File: src/hdl/cps_pkg.sv
package cps_pkg;

    // Defaults for the top-level parameters
    localparam int DEF_GRID_COLS   = 64;
    localparam int DEF_GRID_ROWS   = 32;
    localparam int DEF_STACK_DEPTH = 8;

    // Fixed field widths
    localparam int MODE_W    = 2;
    localparam int COL_W     = 6;
    localparam int ROW_W     = 5;
    localparam int CHAR_W    = 8;
    localparam int COUNT_W   = 4;
    localparam int GWIDTH_W  = 7;
    localparam int GHEIGHT_W = 6;
    localparam int APB_AW    = 3;
    localparam int APB_DW    = 32;

    // row * width + col needs this many bits before it is cut to the cell index
    localparam int CELL_SUM_W = ROW_W + GWIDTH_W + 1;

    // Register reset values
    localparam logic [GWIDTH_W-1:0]  GWIDTH_RST  = 7'd64;
    localparam logic [GHEIGHT_W-1:0] GHEIGHT_RST = 6'd32;

    // Characters with a meaning of their own
    localparam logic [CHAR_W-1:0] CHAR_DOT   = 8'h2E;
    localparam logic [CHAR_W-1:0] CHAR_STAR  = 8'h2A;
    localparam logic [CHAR_W-1:0] CHAR_SPACE = 8'h20;

    // Request modes
    typedef enum logic [MODE_W-1:0] {
        MODE_ADD  = 2'd0,
        MODE_REM  = 2'd1,
        MODE_POP  = 2'd2,
        MODE_PEEK = 2'd3
    } t_mode;

    // Register index taken from paddr[2]
    typedef enum logic {
        REG_GWIDTH  = 1'b0,
        REG_GHEIGHT = 1'b1
    } t_reg_idx;

    // Status produced by the stack update
    typedef struct packed {
        logic dropped;
        logic found;
    } t_alu_flags;

    // Class priority: letter 3, digit 2, dot or star 1, anything else 0
    function automatic logic [1:0] char_class(input logic [CHAR_W-1:0] c);
        logic [1:0] cls;
        if ((c >= 8'h41 && c <= 8'h5A) || (c >= 8'h61 && c <= 8'h7A)) begin
            cls = 2'd3;
        end else if (c >= 8'h30 && c <= 8'h39) begin
            cls = 2'd2;
        end else if (c == CHAR_DOT || c == CHAR_STAR) begin
            cls = 2'd1;
        end else begin
            cls = 2'd0;
        end
        return cls;
    endfunction

endpackage

File: src/hdl/cps_apb_regs.sv
module cps_apb_regs import cps_pkg::*; (
    input  logic                 i_clk,
    input  logic                 i_rst_n,
    input  logic                 psel,
    input  logic                 penable,
    input  logic                 pwrite,
    input  logic [APB_AW-1:0]    paddr,
    input  logic [APB_DW-1:0]    pwdata,
    output logic [APB_DW-1:0]    prdata,
    output logic                 pready,
    output logic [GWIDTH_W-1:0]  o_grid_width,
    output logic [GHEIGHT_W-1:0] o_grid_height
);

    logic [GWIDTH_W-1:0]  r_grid_width;
    logic [GHEIGHT_W-1:0] r_grid_height;
    logic                 wr_en;
    t_reg_idx             reg_idx;

    assign pready  = 1'b1;
    assign wr_en   = psel && penable && pwrite;
    assign reg_idx = t_reg_idx'(paddr[2]);

    // Register writes in the access phase
    always_ff @(posedge i_clk) begin
        if (!i_rst_n) begin
            r_grid_width  <= GWIDTH_RST;
            r_grid_height <= GHEIGHT_RST;
        end else if (wr_en) begin
            unique case (reg_idx)
                REG_GWIDTH:  r_grid_width  <= pwdata[GWIDTH_W-1:0];
                REG_GHEIGHT: r_grid_height <= pwdata[GHEIGHT_W-1:0];
                default: ;
            endcase
        end
    end

    // Read-back
    always_comb begin
        unique case (reg_idx)
            REG_GWIDTH:  prdata = APB_DW'(r_grid_width);
            REG_GHEIGHT: prdata = APB_DW'(r_grid_height);
            default:     prdata = '0;
        endcase
    end

    assign o_grid_width  = r_grid_width;
    assign o_grid_height = r_grid_height;

endmodule

File: config.mk
export PLATFORM = sky130hd
export DESIGN_NAME = cps_apb_regs
export DESIGN_NICKNAME = d
export VERILOG_FILES = /design/src/hdl/cps_pkg.sv /design/src/hdl/cps_apb_regs.sv
export SDC_FILE = /design/constraint.sdc
export NUM_CORES = 1
export LEC_CHECK = 0
export ABC_AREA = 1
export BUFFER_PORTS_ARGS = -buffer_cell sky130_fd_sc_hd__buf_2
export CORE_AREA = 2 2 76 42
export DETAILED_ROUTE_END_ITERATION = 7
export DIE_AREA = 0 0 78 44
export MAX_ROUTING_LAYER = met4
export PLACE_DENSITY_LB_ADDON = 0.05
export REMOVE_ABC_BUFFERS = 1
export SETUP_SLACK_MARGIN = 0.15
export SLEW_MARGIN = 20
export SYNTH_ARGS = -nofsm -noshare
export SYNTH_HDL_FRONTEND = slang
export SYNTH_SLANG_ARGS = --single-unit
File: constraint.sdc
create_clock -name i_clk -period 0.8 [get_ports i_clk]
set_input_delay 0.04 -clock i_clk [delete_from_list [all_inputs] [get_ports i_clk]]
set_output_delay 0.04 -clock i_clk [all_outputs]
set_load 0.02 [all_outputs]
==> metrics.md <==
| Metric | Value |
|---|---|
| Status | complete, but fails checks |
| Failing checks | setup timing |
| Clock transition at path regs | 0.06 ns |
| Congestion Overflow GR | 0 |
| Crit-path slowest cell | dfxtp_2 |
| Worst Hold Class | primary input to flop |
| Area of the multi-input gates | about 440 um2 |
| Period utilization | 1.10 |
| Root Buffer | clkbuf_8 |
| Reg-to-Reg End | o_grid_width[6]$_SDFFE_PN1P_ |
| Largest net degree at the start of global routing | 14 |
| FF+latch count, synth | 13 |
| RSZ-0062 raised after global routing | yes |
| R2R depth | 3 |
| Worst EP required | 0.76 ns |
| Crit Path Category | flop to output port |
| IO Count | 86 |
| Worst vdd ir | 0.669 mV |
| Power Dens Cells | 1370 nW/um2 |
| CP peak stage delay | 0.34 ns |
| Leak | 0.000671 uW |
| Filler instances | 307 |
| Final wirelength | a little over 2000 um |
| Sequential fraction of the synthesis area | 0.305 |
| ANT nets after route | 0 |
| Setup crit start | o_grid_height[5]$_SDFFE_PN1P_ |
| Yosys cell types | 16 |
| Routed WL per cell | 9.47 um |
| Crit-path cells | nand2_1, nand2_1, buf_6 |
| Max-cap viol count | 0 |
| DRC Markers | 0 |
| Cts bufs inserted | 3 |
| Synth top area share | 0.305 |
| CP Launch Type | flop |
| CP Depth | 3 |
| Number of inserted diodes | 0 |
| Row count | 14 |
| Final hold vios | 0 |
| Fin Hold WS | ~0.0045 ns |
| Critical path endpoint category | output port |
| Final min period | between 0.8 and 0.9 ns |
| Mapped Area | 852 um2 |
| CP top delay family | flip-flops |
| Setup slack after layout | -0.0767 ns |
| Detailed Place HPWL | ~1400 um |
| Mean Syn Cell Area | 6.66 um2 |
| Worst setup endpoint | prdata[5] |
| Die Area | 3430 um2 |
| First-pass GRT wire length | around 3200 um |
| Final core utilization | 0.456 |
| Initial antenna violation count | 0 |
| Routability Congestion | 0.761 |
| DR vias | 820 |
| Storage cell area | 277 um2 |
| Max-slew violations | 0 |
| All-layer global routing usage | 0.128 |
| Die H | around 44 um |
| CTS Sinks | 13 |
| Worst-Skew Late Latency | 0.24 ns |
| Cell taking the most area after synthesis | dfxtp_1 |
| Synth Instances | around 130 |
| DRT iter0 DRCs | 16 |
| Data arrival, critical path | 0.84 ns |
| Worst path bufs/invs | 1 |
| Critical-path maximum fanout | 3 |
| Fraction of layout cells with a size suffix above 1 | 0.428 |
| Nets | between 200 and 250 |
| CTS tree | built |
| Die W | approximately 80 um |
| Endpoints failing setup | 15 |
| Starting Density | 0.304 |
| PortBufs | 32 |
| Vias in the first global route | just over 700 |
| Fmax | 1.14 GHz |
| RR Startpoint | o_grid_width[6]$_SDFFE_PN1P_ |
| Clock Skew | 0 ns |
| CP most frequent cell | nand2_1 |
| Worst R2R Setup Slack | 0.14 ns |
| CORE AREA | roughly 2800 um2 |
| CTS HTree Levels | 1 |
| Layout area overhead | 50.1% |
| Drt first pass iters | 4 |
| Synthesis Warnings | 0 |
| Clk buf depth | 2 |
| Ranking of synthesized cells by area | dfxtp_1 31%, buf_4 24%, nand2_1 14%, nor2_1 11%, nand3_1 5.9% |
| Vias per cell | slightly below 4 |
## cells by family after synthesis
kind of cell / Yosys count / synth area share
other: 2 / 0.00881
and+or+nand+nor: 72 / 0.373
buffers and inverters: 39 / 0.301
DFF: 13 / 0.305
AOI/OAI and AO/OA: 2 / 0.0117
## power by group
part | switching [uW] | internal, uW
logic | 293 | 177
clock network | 240 | 352
registers | 20.3 | 676
## flip-flops by register name, summed over array words and instances, names as in the netlist
signal,flops
o_grid_width,7
o_grid_height,6
## synth_stat cells, drive strengths merged
cell / n
nand2: 32
buf: 30
nor2: 26
nand3: 14
dfxtp: 13
inv: 9
conb: 2
o21ai: 2
## repair_timing
action / in CTS / in global routing
endpoints found under the hold margin: 1 / 0
setup endpoints to repair: 20 / 23
setup buffers: 1 / 7
gates resized for setup: 49 / 16
pin swaps: 6 / 2
## cell usage in the layout (no fill, tap or decap), types with 3 or more instances in the layout
cell type  count
nand2_1       29
nand3_2        4
clkbuf_8       3
nor2_1        24
buf_2         12
inv_1          8
conb_1        26
buf_6         27
nand2_2        3
nand3_1       10
buf_4          7
dfxtp_2       13
## cell type report
| cell class | count | share of cell area |
|---|---|---|
| tap | 40 | 0.0391 |
| inverter | 9 | 0.0264 |
| clock buffer | 4 | 0.0352 |
| timing repair buffer | 47 | 0.341 |
| multi-input combinational | 100 | 0.341 |
| sequential | 13 | 0.216 |
## tightest hold or removal path: stages
cell and delay [ns]:
buf_2 0.07, nand2_1 0.04, nand3_1 0.06
## how the worst min path moves through the flow
stage / from / to / depth (start not counted) / slack (ns)
after floorplan: i_rst_n / o_grid_height[5]$_SDFFE_PN1P_ / 1 / 0.12
after detailed placement: pwdata[6] / o_grid_width[6]$_SDFFE_PN1P_ / 3 / 0.26
final: pwdata[6] / o_grid_width[6]$_SDFFE_PN1P_ / 3 / 0.004
after CTS: pwdata[6] / o_grid_width[6]$_SDFFE_PN1P_ / 3 / -0.02
after global placement: pwdata[6] / o_grid_width[6]$_SDFFE_PN1P_ / 3 / 0.25
after global routing: pwdata[6] / o_grid_width[6]$_SDFFE_PN1P_ / 3 / 0.01
## per-stage QoR
| stage | TNS, ns | cell area, um2 | power (uW) | setup slack, ns | instances |
|---|---|---|---|---|---|
| final | -0.769 | 1280 | 1760 | -0.0767 | 213 |
| after CTS | -0.585 | 1170 | 1750 | -0.0798 | 206 |
| after global routing | -1.33 | 1280 | 1870 | -0.146 | 213 |
| after floorplan | -0.517 | 719 | 947 | -0.0559 | 122 |
| after detailed placement | 0 | 995 | 1090 | 0.0315 | 201 |
| after global placement | 0 | 995 | 1080 | 0.0442 | 201 |
## per-layer routing
metal | GRT usage | up-vias | part of all wire
li1 | - | 425 | -
met1 | 0.151 | 357 | 0.47
met2 | 0.212 | 38 | 0.44
met3 | 0.0521 | 0 | 0.091
met4 | 0.0211 | 0 | 0
met5 | - | - | 0
Power figures use the tool's default switching activity.
